## config.mk

```make
export PLATFORM = sky130hd
export DESIGN_NAME = priority_queue_max_first_flat
export DESIGN_NICKNAME = d
export VERILOG_FILES = /design/src/rtl/pqmf_pkg.sv /design/src/rtl/pqmf_if.sv /design/src/rtl/priority_queue_max_first.sv /design/src/rtl/pqmf_ram.sv /design/src/rtl/pqmf_front.sv /design/src/rtl/pqmf_cmd_fifo.sv /design/src/rtl/pqmf_back.sv /design/src/flat_wrapper.sv
export SDC_FILE = /design/constraint.sdc
export NUM_CORES = 1
export LEC_CHECK = 0
export BUFFER_PORTS_ARGS = -buffer_cell sky130_fd_sc_hd__buf_2
export CAP_MARGIN = 20
export CORE_MARGIN = 4
export CORE_UTILIZATION = 60
export DETAILED_ROUTE_END_ITERATION = 12
export GPL_ROUTABILITY_DRIVEN = 1
export GPL_TIMING_DRIVEN = 0
export PLACE_DENSITY = 0.77
export SLEW_MARGIN = 15
export SYNTH_ARGS = -nofsm -noshare
export SYNTH_HDL_FRONTEND = slang
export SYNTH_SLANG_ARGS = --single-unit
```

## constraint.sdc

```tcl
create_clock -name clk_i -period 14.1 [get_ports clk_i]
set_input_delay 2.115 -clock clk_i [delete_from_list [all_inputs] [get_ports clk_i]]
set_output_delay 2.115 -clock clk_i [all_outputs]
set_load 0.005 [all_outputs]
```

## src/rtl/pqmf_pkg.sv

```systemverilog
// pqmf_pkg: shared types and constants of the max-first priority queue
// no dependencies; imported by the interfaces and all pqmf modules
`default_nettype none

package pqmf_pkg;

  localparam int unsigned CAPACITY_DEF = 16;
  localparam int unsigned DATA_W       = 32;
  localparam int unsigned STATUS_W     = 2;
  localparam int unsigned ENTRY_W      = 2 * DATA_W;

  typedef enum logic {
    OP_INSERT = 1'b0,
    OP_REMOVE = 1'b1
  } opcode_e;

  typedef enum logic [STATUS_W-1:0] {
    ST_INSERTED = 2'd0,
    ST_REMOVED  = 2'd1,
    ST_EMPTY    = 2'd2,
    ST_FULL     = 2'd3
  } status_e;

  // request after classification against the running occupancy
  typedef enum logic [1:0] {
    CMD_INSERT,
    CMD_REMOVE,
    CMD_EMPTY,
    CMD_FULL
  } cmd_e;

  typedef struct packed {
    cmd_e                     kind;
    logic signed [DATA_W-1:0] value;
    logic signed [DATA_W-1:0] prio;
  } cmd_t;

  typedef enum logic [1:0] {
    BK_IDLE,
    BK_SCAN,
    BK_REPORT,
    BK_SHIFT
  } back_state_e;

endpackage

`default_nettype wire

```

## src/rtl/pqmf_if.sv

```systemverilog
// pqmf_req_if / pqmf_res_if: valid-ready channels of the priority queue
// depends on pqmf_pkg
`default_nettype none

interface pqmf_req_if import pqmf_pkg::*; ();
  logic                     valid;
  logic                     ready;
  logic                     opcode;
  logic signed [DATA_W-1:0] item_value;
  logic signed [DATA_W-1:0] item_priority;

  modport source (output valid, output opcode, output item_value, output item_priority,
                  input ready);
  modport sink   (input valid, input opcode, input item_value, input item_priority,
                  output ready);
endinterface

interface pqmf_res_if import pqmf_pkg::*; ();
  logic                     valid;
  logic                     ready;
  logic [STATUS_W-1:0]      status;
  logic signed [DATA_W-1:0] removed_value;

  modport source (output valid, output status, output removed_value, input ready);
  modport sink   (input valid, input status, input removed_value, output ready);
endinterface

`default_nettype wire

```

## src/rtl/priority_queue_max_first.sv

```systemverilog
// priority_queue_max_first: top level of the bounded max-first priority queue
// depends on pqmf_pkg, pqmf_if, pqmf_front, pqmf_cmd_fifo, pqmf_back
`default_nettype none

// Bounded priority queue of CAPACITY entries. Each request on req_i is an
// insert (opcode 0, value and signed priority) or a remove (opcode 1), and
// every request yields exactly one result on res_o, in request order. An
// insert is written straight into the entry RAM by the idle back end; a
// remove scans every stored entry for the greatest priority, reports it,
// then moves each entry younger than the removed one a place toward the
// head to close the gap. Both walks share the entry RAM's one read port, and
// the next request waits until the gap is closed. The front end counts
// occupancy on its own and flags full inserts and empty removes at once, and
// a two-entry request queue plus the result register let both sides stall
// independently. Equal priorities are served oldest first. No clearing pass
// after reset is needed.
module priority_queue_max_first import pqmf_pkg::*; #(
  parameter int unsigned CAPACITY = CAPACITY_DEF
) (
  input  logic       clk_i,
  input  logic       rst_ni,
  pqmf_req_if.sink   req_i,
  pqmf_res_if.source res_o
);

  // classified requests from front to queue
  logic push_valid, push_ready;
  cmd_t push_cmd;

  // classified requests from queue to back
  logic pop_valid, pop_ready;
  cmd_t pop_cmd;

  // front: accept and classify against the running occupancy
  pqmf_front #(
    .CAPACITY (CAPACITY)
  ) u_front (
    .clk_i        (clk_i),
    .rst_ni       (rst_ni),
    .req_i        (req_i),
    .push_valid_o (push_valid),
    .push_ready_i (push_ready),
    .push_cmd_o   (push_cmd)
  );

  // short queue decoupling the two halves
  pqmf_cmd_fifo u_fifo (
    .clk_i        (clk_i),
    .rst_ni       (rst_ni),
    .push_valid_i (push_valid),
    .push_ready_o (push_ready),
    .push_cmd_i   (push_cmd),
    .pop_valid_o  (pop_valid),
    .pop_ready_i  (pop_ready),
    .pop_cmd_o    (pop_cmd)
  );

  // back: store, scan, compact and report
  pqmf_back #(
    .CAPACITY (CAPACITY)
  ) u_back (
    .clk_i       (clk_i),
    .rst_ni      (rst_ni),
    .pop_valid_i (pop_valid),
    .pop_ready_o (pop_ready),
    .pop_cmd_i   (pop_cmd),
    .res_o       (res_o)
  );

endmodule

`default_nettype wire

```

## src/rtl/pqmf_ram.sv

```systemverilog
// pqmf_ram: generic one-write one-read RAM with registered read data
// depends on pqmf_pkg for default sizes
`default_nettype none

module pqmf_ram import pqmf_pkg::*; #(
  parameter int unsigned WIDTH = ENTRY_W,
  parameter int unsigned DEPTH = CAPACITY_DEF,
  localparam int unsigned ADDR_W = $clog2(DEPTH)
) (
  input  logic              clk_i,
  input  logic              we_i,
  input  logic [ADDR_W-1:0] waddr_i,
  input  logic [WIDTH-1:0]  wdata_i,
  input  logic              re_i,
  input  logic [ADDR_W-1:0] raddr_i,
  output logic [WIDTH-1:0]  rdata_o
);

  logic [WIDTH-1:0] mem_q [DEPTH];

  always_ff @(posedge clk_i) begin
    if (we_i) begin
      mem_q[waddr_i] <= wdata_i;
    end
    if (re_i) begin
      rdata_o <= mem_q[raddr_i];
    end
  end

endmodule

`default_nettype wire

```

## src/rtl/pqmf_front.sv

```systemverilog
// pqmf_front: accepts requests and classifies them against its own occupancy count
// depends on pqmf_pkg and pqmf_req_if
`default_nettype none

module pqmf_front import pqmf_pkg::*; #(
  parameter int unsigned CAPACITY = CAPACITY_DEF
) (
  input  logic       clk_i,
  input  logic       rst_ni,
  pqmf_req_if.sink   req_i,
  output logic       push_valid_o,
  input  logic       push_ready_i,
  output cmd_t       push_cmd_o
);

  localparam int unsigned CNT_W = $clog2(CAPACITY + 1);

  logic [CNT_W-1:0] occ_q, occ_d;
  logic             is_full, is_empty, take;

  assign is_full      = (occ_q == CNT_W'(CAPACITY));
  assign is_empty     = (occ_q == '0);
  assign take         = req_i.valid && push_ready_i;
  assign req_i.ready  = push_ready_i;
  assign push_valid_o = req_i.valid;

  always_comb begin
    push_cmd_o.value = req_i.item_value;
    push_cmd_o.prio  = req_i.item_priority;
    occ_d            = occ_q;
    if (req_i.opcode == OP_INSERT) begin
      push_cmd_o.kind = is_full ? CMD_FULL : CMD_INSERT;
      if (take && !is_full) begin
        occ_d = occ_q + CNT_W'(1);
      end
    end else begin
      push_cmd_o.kind = is_empty ? CMD_EMPTY : CMD_REMOVE;
      if (take && !is_empty) begin
        occ_d = occ_q - CNT_W'(1);
      end
    end
  end

  always_ff @(posedge clk_i or negedge rst_ni) begin
    if (!rst_ni) begin
      occ_q <= '0;
    end else begin
      occ_q <= occ_d;
    end
  end

endmodule

`default_nettype wire

```

## src/rtl/pqmf_cmd_fifo.sv

```systemverilog
// pqmf_cmd_fifo: two-entry queue of classified requests between front and back
// depends on pqmf_pkg
`default_nettype none

module pqmf_cmd_fifo import pqmf_pkg::*; (
  input  logic clk_i,
  input  logic rst_ni,
  input  logic push_valid_i,
  output logic push_ready_o,
  input  cmd_t push_cmd_i,
  output logic pop_valid_o,
  input  logic pop_ready_i,
  output cmd_t pop_cmd_o
);

  cmd_t       mem_q [2];
  logic       wr_q, rd_q;
  logic [1:0] cnt_q;
  logic       push, pop;

  assign push_ready_o = (cnt_q != 2'd2);
  assign pop_valid_o  = (cnt_q != 2'd0);
  assign pop_cmd_o    = mem_q[rd_q];
  assign push         = push_valid_i && push_ready_o;
  assign pop          = pop_valid_o && pop_ready_i;

  always_ff @(posedge clk_i or negedge rst_ni) begin
    if (!rst_ni) begin
      wr_q  <= 1'b0;
      rd_q  <= 1'b0;
      cnt_q <= 2'd0;
    end else begin
      if (push) begin
        wr_q <= ~wr_q;
      end
      if (pop) begin
        rd_q <= ~rd_q;
      end
      case ({push, pop})
        2'b10:   cnt_q <= cnt_q + 2'd1;
        2'b01:   cnt_q <= cnt_q - 2'd1;
        default: cnt_q <= cnt_q;
      endcase
    end
  end

  always_ff @(posedge clk_i) begin
    if (push) begin
      mem_q[wr_q] <= push_cmd_i;
    end
  end

endmodule

`default_nettype wire

```

## src/rtl/pqmf_back.sv

```systemverilog
// pqmf_back: executes classified requests on the entry RAM and holds the result register
// depends on pqmf_pkg, pqmf_res_if and pqmf_ram
`default_nettype none

module pqmf_back import pqmf_pkg::*; #(
  parameter int unsigned CAPACITY = CAPACITY_DEF
) (
  input  logic       clk_i,
  input  logic       rst_ni,
  input  logic       pop_valid_i,
  output logic       pop_ready_o,
  input  cmd_t       pop_cmd_i,
  pqmf_res_if.source res_o
);

  localparam int unsigned IDX_W = $clog2(CAPACITY);
  localparam int unsigned CNT_W = $clog2(CAPACITY + 1);

  back_state_e              state_q, state_d;
  logic [CNT_W-1:0]         occ_q, occ_d;
  logic [CNT_W-1:0]         rd_q, rd_d;
  logic                     dv_q, dv_d;
  logic [IDX_W-1:0]         di_q, di_d;
  logic [IDX_W-1:0]         best_idx_q, best_idx_d;
  logic signed [DATA_W-1:0] best_prio_q, best_prio_d;
  logic signed [DATA_W-1:0] best_val_q, best_val_d;
  logic                     res_valid_q, res_valid_d;
  status_e                  res_status_q, res_status_d;
  logic signed [DATA_W-1:0] res_value_q, res_value_d;

  logic                     ram_we, ram_re;
  logic [IDX_W-1:0]         ram_waddr, ram_raddr;
  logic [ENTRY_W-1:0]       ram_wdata, ram_rdata;

  logic                     out_free, issue, data_last, better, take;
  logic [CNT_W-1:0]         occ_m1;
  logic [IDX_W-1:0]         last_idx;
  logic signed [DATA_W-1:0] rd_val, rd_prio;

  pqmf_ram #(
    .WIDTH (ENTRY_W),
    .DEPTH (CAPACITY)
  ) u_ram (
    .clk_i   (clk_i),
    .we_i    (ram_we),
    .waddr_i (ram_waddr),
    .wdata_i (ram_wdata),
    .re_i    (ram_re),
    .raddr_i (ram_raddr),
    .rdata_o (ram_rdata)
  );

  assign out_free  = !res_valid_q || res_o.ready;
  assign occ_m1    = occ_q - CNT_W'(1);
  assign last_idx  = occ_m1[IDX_W-1:0];
  assign issue     = ((state_q == BK_SCAN) || (state_q == BK_SHIFT)) && (rd_q < occ_q);
  assign data_last = dv_q && (di_q == last_idx);
  assign rd_val    = $signed(ram_rdata[ENTRY_W-1:DATA_W]);
  assign rd_prio   = $signed(ram_rdata[DATA_W-1:0]);
  // strictly greater keeps the oldest among equal priorities
  assign better    = (di_q == '0) || (rd_prio > best_prio_q);

  assign pop_ready_o = (state_q == BK_IDLE) && ((pop_cmd_i.kind == CMD_REMOVE) || out_free);
  assign take        = pop_valid_i && pop_ready_o;

  assign res_o.valid         = res_valid_q;
  assign res_o.status        = res_status_q;
  assign res_o.removed_value = res_value_q;

  // next state
  always_comb begin
    state_d = state_q;
    case (state_q)
      BK_IDLE: begin
        if (take && (pop_cmd_i.kind == CMD_REMOVE)) begin
          state_d = BK_SCAN;
        end
      end
      BK_SCAN: begin
        if (data_last) begin
          state_d = BK_REPORT;
        end
      end
      BK_REPORT: begin
        if (out_free) begin
          state_d = (best_idx_q == last_idx) ? BK_IDLE : BK_SHIFT;
        end
      end
      BK_SHIFT: begin
        if (data_last) begin
          state_d = BK_IDLE;
        end
      end
      default: state_d = BK_IDLE;
    endcase
  end

  // datapath and outputs
  always_comb begin
    occ_d        = occ_q;
    rd_d         = rd_q;
    dv_d         = issue;
    di_d         = issue ? rd_q[IDX_W-1:0] : di_q;
    best_idx_d   = best_idx_q;
    best_prio_d  = best_prio_q;
    best_val_d   = best_val_q;
    res_valid_d  = res_valid_q && !res_o.ready;
    res_status_d = res_status_q;
    res_value_d  = res_value_q;
    ram_we       = 1'b0;
    ram_waddr    = occ_q[IDX_W-1:0];
    ram_wdata    = {pop_cmd_i.value, pop_cmd_i.prio};
    ram_re       = issue;
    ram_raddr    = rd_q[IDX_W-1:0];
    if (issue) begin
      rd_d = rd_q + CNT_W'(1);
    end
    case (state_q)
      BK_IDLE: begin
        if (take) begin
          case (pop_cmd_i.kind)
            CMD_INSERT: begin
              ram_we       = 1'b1;
              occ_d        = occ_q + CNT_W'(1);
              res_valid_d  = 1'b1;
              res_status_d = ST_INSERTED;
              res_value_d  = '0;
            end
            CMD_REMOVE: begin
              rd_d = '0;
            end
            CMD_EMPTY: begin
              res_valid_d  = 1'b1;
              res_status_d = ST_EMPTY;
              res_value_d  = '0;
            end
            default: begin
              res_valid_d  = 1'b1;
              res_status_d = ST_FULL;
              res_value_d  = '0;
            end
          endcase
        end
      end
      BK_SCAN: begin
        if (dv_q && better) begin
          best_idx_d  = di_q;
          best_prio_d = rd_prio;
          best_val_d  = rd_val;
        end
      end
      BK_REPORT: begin
        if (out_free) begin
          res_valid_d  = 1'b1;
          res_status_d = ST_REMOVED;
          res_value_d  = best_val_q;
          rd_d         = CNT_W'(best_idx_q) + CNT_W'(1);
          if (best_idx_q == last_idx) begin
            occ_d = occ_m1;
          end
        end
      end
      BK_SHIFT: begin
        // move each younger entry one place toward the head
        if (dv_q) begin
          ram_we    = 1'b1;
          ram_waddr = di_q - IDX_W'(1);
          ram_wdata = ram_rdata;
        end
        if (data_last) begin
          occ_d = occ_m1;
        end
      end
      default: ;
    endcase
  end

  always_ff @(posedge clk_i or negedge rst_ni) begin
    if (!rst_ni) begin
      state_q     <= BK_IDLE;
      occ_q       <= '0;
      rd_q        <= '0;
      dv_q        <= 1'b0;
      res_valid_q <= 1'b0;
    end else begin
      state_q     <= state_d;
      occ_q       <= occ_d;
      rd_q        <= rd_d;
      dv_q        <= dv_d;
      res_valid_q <= res_valid_d;
    end
  end

  always_ff @(posedge clk_i) begin
    di_q         <= di_d;
    best_idx_q   <= best_idx_d;
    best_prio_q  <= best_prio_d;
    best_val_q   <= best_val_d;
    res_status_q <= res_status_d;
    res_value_q  <= res_value_d;
  end

`ifndef SYNTH
  a_occ_bound: assert property (@(posedge clk_i) disable iff (!rst_ni)
    occ_q <= CNT_W'(CAPACITY))
    else $error("occupancy above capacity");

  a_read_data_in_walk: assert property (@(posedge clk_i) disable iff (!rst_ni)
    dv_q |-> ((state_q == BK_SCAN) || (state_q == BK_SHIFT)))
    else $error("read data returned outside scan or shift");

  a_shift_not_head: assert property (@(posedge clk_i) disable iff (!rst_ni)
    ((state_q == BK_SHIFT) && dv_q) |-> (di_q != '0))
    else $error("shift would write below the head");

  a_report_nonempty: assert property (@(posedge clk_i) disable iff (!rst_ni)
    (state_q == BK_REPORT) |-> (occ_q != '0))
    else $error("removal reported on empty store");
`endif

endmodule

`default_nettype wire
```

## src/flat_wrapper.sv

```systemverilog
// flat-port wrapper written by rule: the top's interface ports become plain ports
module priority_queue_max_first_flat import pqmf_pkg::*;
#(
  parameter int unsigned CAPACITY = CAPACITY_DEF
)
  (clk_i, rst_ni, req_i_valid, req_i_opcode, req_i_item_value, req_i_item_priority, req_i_ready, res_o_valid, res_o_status, res_o_removed_value, res_o_ready);
  pqmf_req_if req_i_i ();
  pqmf_res_if res_o_i ();
  input  logic clk_i;
  input  logic rst_ni;
  input wire logic [$bits(req_i_i.valid)-1:0] req_i_valid;
  input wire logic [$bits(req_i_i.opcode)-1:0] req_i_opcode;
  input wire logic [$bits(req_i_i.item_value)-1:0] req_i_item_value;
  input wire logic [$bits(req_i_i.item_priority)-1:0] req_i_item_priority;
  output wire logic [$bits(req_i_i.ready)-1:0] req_i_ready;
  output wire logic [$bits(res_o_i.valid)-1:0] res_o_valid;
  output wire logic [$bits(res_o_i.status)-1:0] res_o_status;
  output wire logic [$bits(res_o_i.removed_value)-1:0] res_o_removed_value;
  input wire logic [$bits(res_o_i.ready)-1:0] res_o_ready;
  assign req_i_i.valid = req_i_valid;
  assign req_i_i.opcode = req_i_opcode;
  assign req_i_i.item_value = req_i_item_value;
  assign req_i_i.item_priority = req_i_item_priority;
  assign req_i_ready = req_i_i.ready;
  assign res_o_valid = res_o_i.valid;
  assign res_o_status = res_o_i.status;
  assign res_o_removed_value = res_o_i.removed_value;
  assign res_o_i.ready = res_o_ready;
  priority_queue_max_first #(.CAPACITY(CAPACITY)) u_core (.clk_i(clk_i), .rst_ni(rst_ni), .req_i(req_i_i), .res_o(res_o_i));
endmodule
```

* Yosys cells after proc, flatten, opt, wreduce, memory -nomap -nowiden *
Memory sizes are Yosys's and may differ from the RTL's. A register that Yosys moved wholly into a read port is not among the register bits.
Index checks and enable logic that the tools add are counted.

storage, ports and cells
  flip-flop bits (word level) = 129
  word-level logic and storage cells = 130
  memories kept = 2
  memory bits (read-only) = 0
  bits of input ports = 69
  latch bits = 0
  memory bits (writable) = 1156
  output and inout bits = 36

memories
  name                       words  width  read ports  clocked after Yosys merged registers in  write ports  line                 RTL
  u_core.u_back.u_ram.mem_q  16     64     1           1                                        1            pqmf_ram.sv:19       logic [WIDTH-1:0] mem_q [DEPTH];
  u_core.u_fifo.mem_q        2      66     1           0                                        1            pqmf_cmd_fifo.sv:16  cmd_t mem_q [2];

operators by class
  shift-type cells = 0
  equality and inequality tests = 20
  order comparisons = 2
  multiply operators = 0
  bitwise gates (word level) = 2
  muxes and demuxes = 48
  div/mod/pow operators = 0
  reduce and logical (&&, ||, !) cells = 32
  add/sub/neg operators = 9

operator list
  operator                                             count
  2-to-1 mux 64 bit                                    2
  2-to-1 mux 32 bit                                    3
  case mux 32 bit (2 select lines)                     1
  2-to-1 mux 5 bit                                     12
  > comparator 32 bit                                  1
  2-to-1 mux 2 bit                                     10
  adder 5 x 1 -> 5 bit, second input constant          3
  case mux 5 bit (3 select lines)                      1
  != test 2 bit, second input constant                 7
  logical AND 1 bit                                    10
  2-to-1 mux 1 bit                                     10
  case mux 5 bit (2 select lines)                      1
  subtractor 5 x 1 -> 5 bit, second input constant     2
  equality test 2 bit, second input constant           4
  equality test 4 bit                                  2
  2-to-1 mux 4 bit                                     2
  case mux 2 bit (2 select lines)                      2
  case mux 2 bit (4 select lines)                      1
  AND reduction 4 bit                                  2
  nonzero test 2 bit                                   4
  equality test 2 x 1 -> 1 bit, second input constant  3
  != test 2 x 1 -> 1 bit, second input constant        3
  case mux 2 bit (3 select lines)                      1
  AND reduction 6 bit                                  1
  other kinds (15)                                     25

* Longest topological paths before layout *
Gate-level depths: netlist (run 1).

  word-level depth = 9
  gate-level depth with buffers = 10
  depth with buffers taken out = 9

* Hierarchy *
Synthesis (run 1) repeated with hierarchy kept, for this count alone.

second synthesis, totals
  cell total of the unflattened synthesis = 2449
  area total of the unflattened synthesis = 52451.6 um^2

modules (own cells, without submodules)
  module         cells each  instances  area an instance (um^2)  seq. area each (um^2)
  pqmf_ram       1647        1          40222.3                  32671.3
  pqmf_back      480         1          6273.5                   3533.4
  pqmf_cmd_fifo  222         1          5071.1                   4063.9
  pqmf_front     100         1          884.6                    125.1

* Least setup slack after synthesis (run 1) *
No wires, ideal clock.

  path kind = flip-flop to flip-flop
  from = register u_core.u_back.u_ram.rdata_o[10] (read register of u_core.u_back.u_ram.mem_q)
  to = register u_core.u_back.best_idx_q[0], enable pin
  stages on the path, launching flop included = 9
  setup time = 0.588 ns
  arrival = 6.433 ns
  path buffers = 0
  clock period less this slack = 7.021 ns
  required time = 13.512 ns
  slack = 7.079 ns
  cells stage by stage = edfxtp_1 -> ha_1 -> nand4_1 -> nor4_1 -> a21bo_2 -> o211ai_1 -> a21oi_1 -> xnor2_1 -> o21ai_0

on the way
  cells in the longest elaborated chain, start to end = 4

RTL lines
  element                               line              RTL
  start, declared                       pqmf_ram.sv:16    output logic [WIDTH-1:0] rdata_o
  > comparator 32 bit                   pqmf_back.sv:61   assign better = (di_q == '0) || (rd_prio > best_prio_q);
  logical OR 1 bit                      pqmf_back.sv:61
  logical AND 1 bit                     pqmf_back.sv:146  if (dv_q && better) begin
  AND reduction 2 bit (no source line)  n/a
  end signal, assigned                  pqmf_back.sv:196  best_idx_q <= best_idx_d;
  end, declared                         pqmf_back.sv:24   logic [IDX_W-1:0] best_idx_q, best_idx_d;

Every way passes these cells.
A chain may end at the register's enable or synchronous reset.

* Worst setup path after layout (run 1) *
  from = input port res_o_ready
  to = memory u_core.u_back.u_ram.mem_q[12][33] in the netlist's numbering, enable pin

on the way
  cells in the longest elaborated chain, start to end = 8

RTL lines
  element                                 line                RTL
  start, declared                         flat_wrapper.sv:19  input wire logic [$bits(res_o_i.ready)-1:0] res_o_ready;
  logical OR 1 bit                        pqmf_back.sv:53     assign out_free = !res_valid_q || res_o.ready;
  logical OR 1 bit                        pqmf_back.sv:63     assign pop_ready_o = (state_q == BK_IDLE) && ((pop_cmd_i.kind == CMD_REMOVE) || out_free);
  logical AND 1 bit                       pqmf_back.sv:63
  logical AND 1 bit                       pqmf_back.sv:64     assign take = pop_valid_i && pop_ready_o;
  2-to-1 mux 1 bit                        pqmf_back.sv:120    if (take) begin
  case mux 1 bit (2 select lines)         pqmf_back.sv:118    case (state_q)
  2-to-1 mux 1 bit                        pqmf_ram.sv:22      if (we_i) begin
  2-to-1 mux 1 bit (implied by the code)  pqmf_ram.sv:23      mem_q[waddr_i] <= wdata_i;
  end, declared                           pqmf_ram.sv:19

Every way passes these cells.

==> impl_metrics.csv, run 1 <==
group,metric,value,unit
pwr,p_leak,20.2,nW
sta,report.final.slew_viol_count,0,
final_layout,multi_input_area,0.0108,mm^2
clock_network,root_buffer,"clkbuf_16",
grt,grt_overflow,0,
synth,ys_types,48,
worst_setup_path,worstSetupStartpoint,"res_o_ready",
clock_network,cts_buffer_depth,3,
sta,fin_ws,9.29,ns
sta,tightest_slew,1.17,ns
clock_network,cts-resized-gates,0,
synth,netlist.area_leader.share,77.2,%
route,drt_iter0_drc,4730,
sta,finalClockSkew,0.0334,ns
outcome,status,"completed",
route,via_per_inst,6.78,
synth,async_flop_share,1.70,%
clock_network,clkTransAtPathRegs,0.06,ns
route,drt_wl_total,133,mm
clock_network,cts_tree,"built",
route,ant_nets,0,
route,route.detailed.drc,0,
synth,yosysTopAreaCell,"edfxtp_1",
clock_network,numCtsBuffers,131,
sta,rsz0062_at_grt,"no",
die,coreArea,0.0853,mm^2
worst_setup_path,r2r_cells,10,
route,wl_per_cell,33.7,um
worst_setup_path,crit_path_end_kind,"flop",
final_layout,layout_commonest_cell,"edfxtp_1",
placement,gp_congestion,0.811,
route,drtPass1Iterations,6,
route,dr_total_vias,26732,
worst_hold_path,hold_class,"flop to flop",
die,initial_core_util,60.5,%
worst_setup_path,cp_data_required_time,14.51,ns
synth,synth-seq-area-share,78.3,%
worst_setup_path,r2r_slack,9.62,ns
grt,grt_pass1_wl,193,mm
grt,grt_pass1_vias,27960,
sta,fmaxAchievable,208,MHz
synth,synthTopCellsByArea,"edfxtp_1 77%, mux4_2 14%, mux2i_1 1.3%, ha_1 1.2%, dfrtp_1 1.1%",
run,drv_cap,0,
synth,ys_seq_elements,1349,
sta,finalCritPeriodShare,34.1,%
final_layout,drive_above_1_share,28.9,%
worst_setup_path,r2r_end,"u_core.u_back.u_ram.mem_q[12][33]",
pwr,ir_drop,0.125,mV
final_layout,syn_to_final_growth,16.8,%
synth,yosys_warnings,0,
sta,tns,0,ns
die,io_pins,105,
final_layout,layout.nets,2814,
sta,hold_viol,0,
clock_network,cts_max_level,4,
final_layout,fillerInstances,4745,
grt,antenna_found_initial,1,
synth,synth_enable_flop_cells,1326,
worst_setup_path,cp.arrival,5.23,ns
final_layout,regArea,0.0404,mm^2
clock_network,clock-sinks,1349,
synth,netlist_area,0.0516,mm^2
grt,track_usage,30.1,%
worst_setup_path,endpoint,"u_core.u_back.u_ram.mem_q[12][33]",
grt,grt_max_degree,40,
worst_setup_path,r2r-start,"u_core.u_back.state_q[1]",
synth,syn_inst,2315,
worst_setup_path,cp-start-kind,"primary input",
die,die_h,301,um
placement,pre_cts_ws,8.93,ns
die,die_x,301,um
sta,setup_violations,0,
placement,port_buffers,104,
clock_network,cts_hold_buf,0,
synth,synth_ff_type,"edfxtp_1",
clock_network,clock_latency,0.74,ns
pwr,p_per_area,141,mW/mm^2
placement,dpl.hpwl,78.1,mm
clock_network,post_cts_buffers,0,
final_layout,mostFrequentLayoutCells,"1,326 x edfxtp_1, 320 x mux4_2, 168 x buf_2",
die,dieArea,0.0907,mm^2
die,rows,107,
worst_setup_path,crit_type,"primary input to flop",
sta,relSlewSlack,21.8,%
sta,hold_slack,0.453,ns
synth,synth.avg_cell_area,22.3,um^2
synth,synth_nets,2435,
worst_setup_path,critPathMaxFanout,16,
sta,fin_crit,4.81,ns
-- kinds of logic (layout without fill, tap and decap cells) --
family | Yosys count | after routing | share of synthesized area, %
simple gates | 209 | 209 | 1.90
buf+inv | 150 | 633 | 1.18
xor+xnor | 34 | 34 | 0.604
flops | 1349 | 1349 | 78.3
other cells | 0 | 2 | 0
compound gates | 137 | 137 | 1.53
fa+ha+maj | 51 | 51 | 1.25
mux | 385 | 385 | 15.2
-- final cells by class --
type                            instances  share of cell area, %
Multi-Input combinational cell        816                   17.8
Sequential cell                      1349                   67.0
Tap cell                             1144                   2.37
Clock inverter                         71                   1.16
Inverter                               46                  0.286
Buffer                                104                  0.731
Timing Repair Buffer                  246                   4.87
Clock buffer                          166                   5.71
Antenna cell                            2                0.00830
-- power breakdown --
group	internal [mW]	switching, mW
clock	1.90	1.52
combinational	0.0975	0.288
sequential	4.64	0.0358
-- per-layer routing --
metal | global-route usage [%] | share of wire, % | up-vias
met3 | 6.39 | 11 | 431
met5 | 0 | 0 | -
met2 | 49.4 | 50 | 2195
met4 | 14.6 | 5.3 | 0
met1 | 38.9 | 34 | 13717
li1 | - | - | 10389
-- critical path, stage by stage --
cell      delay [ns]
buf_2           0.08
nor2b_1         0.09
clkbuf_1        0.27
nor3_1          0.57
nand3_1         0.16
a21oi_1         0.37
nand2_1         0.39
nor2_4          0.65
buf_12          0.28
buf_12          0.21
-- cells in the mapped netlist (3+ instances only) --
cell	n
edfxtp_1	1326
mux4_2	320
nand2_1	91
o21ai_0	80
clkbuf_1	69
mux2i_1	65
ha_1	50
inv_1	46
and2_1	34
nor2_1	33
buf_2	26
dfrtp_1	23
a21oi_1	21
xnor2_1	20
xor2_1	13
nand3_1	12
nand4_1	12
nor3_1	9
buf_1	6
a21o_1	5
a31oi_1	5
nand2b_1	5
o22ai_1	5
o211ai_1	4
a21oi_2	3
nor2b_1	3
nor4_1	3
-- state kept, by name, summed over array words and instances (netlist names) --
| register | count |
|---|---|
| u_core.u_back.res_o.removed_value | 32 |
| u_core.u_back.res_o.status | 2 |
| u_core.u_back.best_val_q | 32 |
| u_core.u_back.u_ram.mem_q | 1024 |
| u_core.u_back.state_q | 2 |
| u_core.u_fifo.wr_q | 1 |
| u_core.u_back.best_prio_q | 32 |
| u_core.u_front.occ_q | 5 |
| u_core.u_fifo.rd_q | 1 |
| u_core.u_fifo.mem_q | 132 |
| u_core.u_back.rd_q | 5 |
| u_core.u_back.best_idx_q | 4 |
| u_core.u_back.occ_q | 5 |
| u_core.u_back.dv_q | 1 |
| u_core.u_back.res_o.valid | 1 |
| u_core.u_back.u_ram.rdata_o | 64 |
| u_core.u_back.di_q | 4 |
| u_core.u_fifo.cnt_q | 2 |
-- how the worst min path moves through the flow --
stage | start | to | depth (start not counted)
final | u_core.u_back.u_ram.rdata_o[61] | u_core.u_back.best_val_q[29] | 0
after global routing | u_core.u_back.u_ram.rdata_o[61] | u_core.u_back.best_val_q[29] | 0
after CTS | u_core.u_back.u_ram.rdata_o[61] | u_core.u_back.best_val_q[29] | 0
after global placement | u_core.u_back.u_ram.rdata_o[63] | u_core.u_back.best_val_q[31] | 0
after floorplan | u_core.u_back.u_ram.rdata_o[32] | u_core.u_back.best_val_q[0] | 0
after detailed placement | u_core.u_back.u_ram.rdata_o[63] | u_core.u_back.best_val_q[31] | 0
-- through the flow --
step           cells  power (mW)  utilization [%]  instance area, um^2
2_1_floorplan   2315        4.94                -                51600
3_3_place_gp    3563        5.06             62.8                53500
3_5_place_dp    3684        5.12             65.6                55900
4_1_cts         3921        8.49             70.4                60100
5_1_grt         3942        8.73             70.7                60300
6_report        3944        8.48             70.7                60300
(Power assumes the default switching activity.)
==> run 2: changes to the inputs <==
- clock period: 14.1 -> 4.8 ns (I/O delays scaled with it)
==> impl_metrics.csv, run 2 (synthesis results as in run 1) <==
group,metric,value,unit
sta,hold_slack,0.179,ns
clock_network,cts_tree,"built",
route,via_per_inst,6.76,
clock_network,cts_max_level,4,
final_layout,top_register,"u_core.u_back.u_ram.mem_q",
worst_setup_path,cp.arrival,4.48,ns
die,coreArea,0.0853,mm^2
placement,gp_congestion,0.814,
route,dr_total_vias,26596,
die,dieArea,0.0907,mm^2
pwr,p_per_area,412,mW/mm^2
run,drv_cap,0,
die,io_pins,105,
die,die_x,301,um
final_layout,syn_to_final_growth,16.2,%
final_layout,diodes,0,
worst_hold_path,hold-path-cell-count,1,
final_layout,regArea,0.0404,mm^2
clock_network,clkTransAtPathRegs,0.06,ns
route,route.detailed.drc,0,
final_layout,fillerInstances,4803,
pwr,p_seq_share,55.6,%
sta,fmaxAchievable,246,MHz
grt,antenna_found_initial,3,
die,rows,107,
placement,pre_cts_ws,0.165,ns
placement,dpl.hpwl,81.0,mm
worst_setup_path,r2r_end,"u_core.u_back.u_ram.mem_q[1][37]",
route,wl_per_cell,34.0,um
worst_setup_path,critPathMaxFanout,15,
final_layout,top_regs,"u_core.u_back.u_ram.mem_q x1024, u_core.u_fifo.mem_q x132, u_core.u_back.u_ram.rdata_o x64",
sta,finalCritPeriodShare,84.6,%
grt,grt_pass1_vias,27465,
pwr,p_clk_share,39.8,%
final_layout,layout.nets,2808,
pwr,ir_drop,0.424,mV
grt,grt.busiest_layer,"met2",
grt,use_met2,49.3,%
grt,track_usage,30.2,%
final_layout,post_layout_nonfiller_instances,3933,
worst_setup_path,r2r_slack,0.74,ns
clock_network,cts_buffer_depth,3,
route,drtPass1Iterations,6,
grt,grtUsageMet1,40.2,%
sta,hold_viol,0,
worst_hold_path,min-delay-start,"req_i_item_priority[14]",
placement,port_buffers,104,
die,initial_core_util,60.5,%
final_layout,layout_commonest_cell,"edfxtp_1",
pwr,intPower,19.4,mW
final_layout,mostFrequentLayoutCells,"1,326 x edfxtp_1, 320 x mux4_2, 155 x buf_2",
route,drt_wl_total,134,mm
sta,finalClockSkew,0.0237,ns
pwr,p_total,24.7,mW
pwr,p_sw_share,21.4,%
grt,use_met3,7.04,%
worst_setup_path,crit_path_end_kind,"flop",
worst_setup_path,cp-start-kind,"flop",
worst_setup_path,cp_data_required_time,5.22,ns
worst_hold_path,hold_class,"primary input to flop",
worst_hold_path,worstHoldEndpoint,"u_core.u_fifo.mem_q[0][14]",
grt,grt_pass1_wl,193,mm
sta,fin_ws,0.739,ns
route,drt_iter0_drc,4117,
sta,relSlewSlack,19.6,%
worst_setup_path,crit_type,"flop to flop",
die,die_h,301,um
clock_network,cts-resized-gates,0,
sta,tightest_slew,1.20,ns
sta,report.final.slew_viol_count,0,
pwr,combPwrFrac,4.6,%
final_layout,multi_input_area,0.0108,mm^2
placement,dp_cells,3669,
clock_network,clock-sinks,1349,
route,ant_nets,0,
worst_setup_path,r2r-start,"u_core.u_back.state_q[1]",
sta,fin_crit,4.06,ns
clock_network,clock_latency,0.74,ns
pwr,netSwitchingPower,5.29,mW
grt,grt_max_degree,43,
sta,rsz0062_at_grt,"no",
clock_network,root_buffer,"clkbuf_16",
grt,grt_overflow,0,
clock_network,numCtsBuffers,131,
final_layout,largest_reg_flops,1024,
pwr,p_leak,20.1,nW
sta,setup_violations,0,
outcome,status,"completed",
final_layout,drive_above_1_share,28.4,%
worst_setup_path,r2r_cells,9,
[run 2: worst max path at each step]
stage	cells after the start	slack [ns]	start	end
after floorplan	8	0.02	u_core.u_back.state_q[0]	u_core.u_back.u_ram.mem_q[8][0]
after global placement	6	-4.56	u_core.u_back.state_q[1]	u_core.u_back.u_ram.mem_q[1][38]
after detailed placement	10	0.17	u_core.u_back.state_q[1]	u_core.u_back.u_ram.mem_q[1][37]
after CTS	10	0.09	u_core.u_back.state_q[1]	u_core.u_back.u_ram.mem_q[1][37]
after global routing	9	0.63	u_core.u_back.state_q[1]	u_core.u_back.u_ram.mem_q[1][39]
final	9	0.74	u_core.u_back.state_q[1]	u_core.u_back.u_ram.mem_q[1][37]
[run 2: repair_timing]
item / 4_1_cts / 5_1_grt
setup buffers: 0 / 0
hold buffers: 1 / 0
setup endpoints to repair: 0 / 0
hold endpoints to repair: 23 / 0
[run 2: power by group through the flow]
stage | Clock [mW] | Combinational [mW] | Sequential (mW)
floorplan | 0 | 0.537 | 14.0
global placement | 0 | 0.821 | 14.0
detailed placement | 0 | 1.04 | 14.0
CTS | 9.89 | 1.06 | 13.7
global route | 10.5 | 1.24 | 13.7
finish | 9.82 | 1.14 | 13.7
[run 2: cell type report]
type	count	area share, %
clock inverters	80	1.08
plain buffers	104	0.737
multi-input cells	816	17.9
repair buffers	240	4.59
clock buffers	154	5.61
flip-flops and latches	1349	67.4
inverters	46	0.288
well taps	1144	2.39
[run 2: critical path, stage by stage, from the launching register on]
cell	delay [ns]
dfrtp_1	0.43
ha_1	0.31
and2_1	0.16
clkbuf_2	0.48
clkbuf_1	0.61
a31oi_1	0.49
nor2_4	0.61
buf_16	0.24
buf_16	0.20
buf_16	0.18
[run 2: layer usage]
| layer | part of all wire (%) | routed length (um) |
|---|---|---|
| met4 | 4.1 | 5500 |
| met1 | 35 | 46400 |
| met3 | 11 | 15000 |
| met5 | 0.015 | 20 |
| met2 | 50 | 66900 |
[run 2: per-stage QoR]
stage	util [%]	cell area (um^2)	TNS, ns
floorplan	-	51600	0
global placement	62.8	53500	-4827.84
detailed placement	65.3	55700	0
CTS	70.0	59700	0
global route	70.3	60000	0
finish	70.3	60000	0
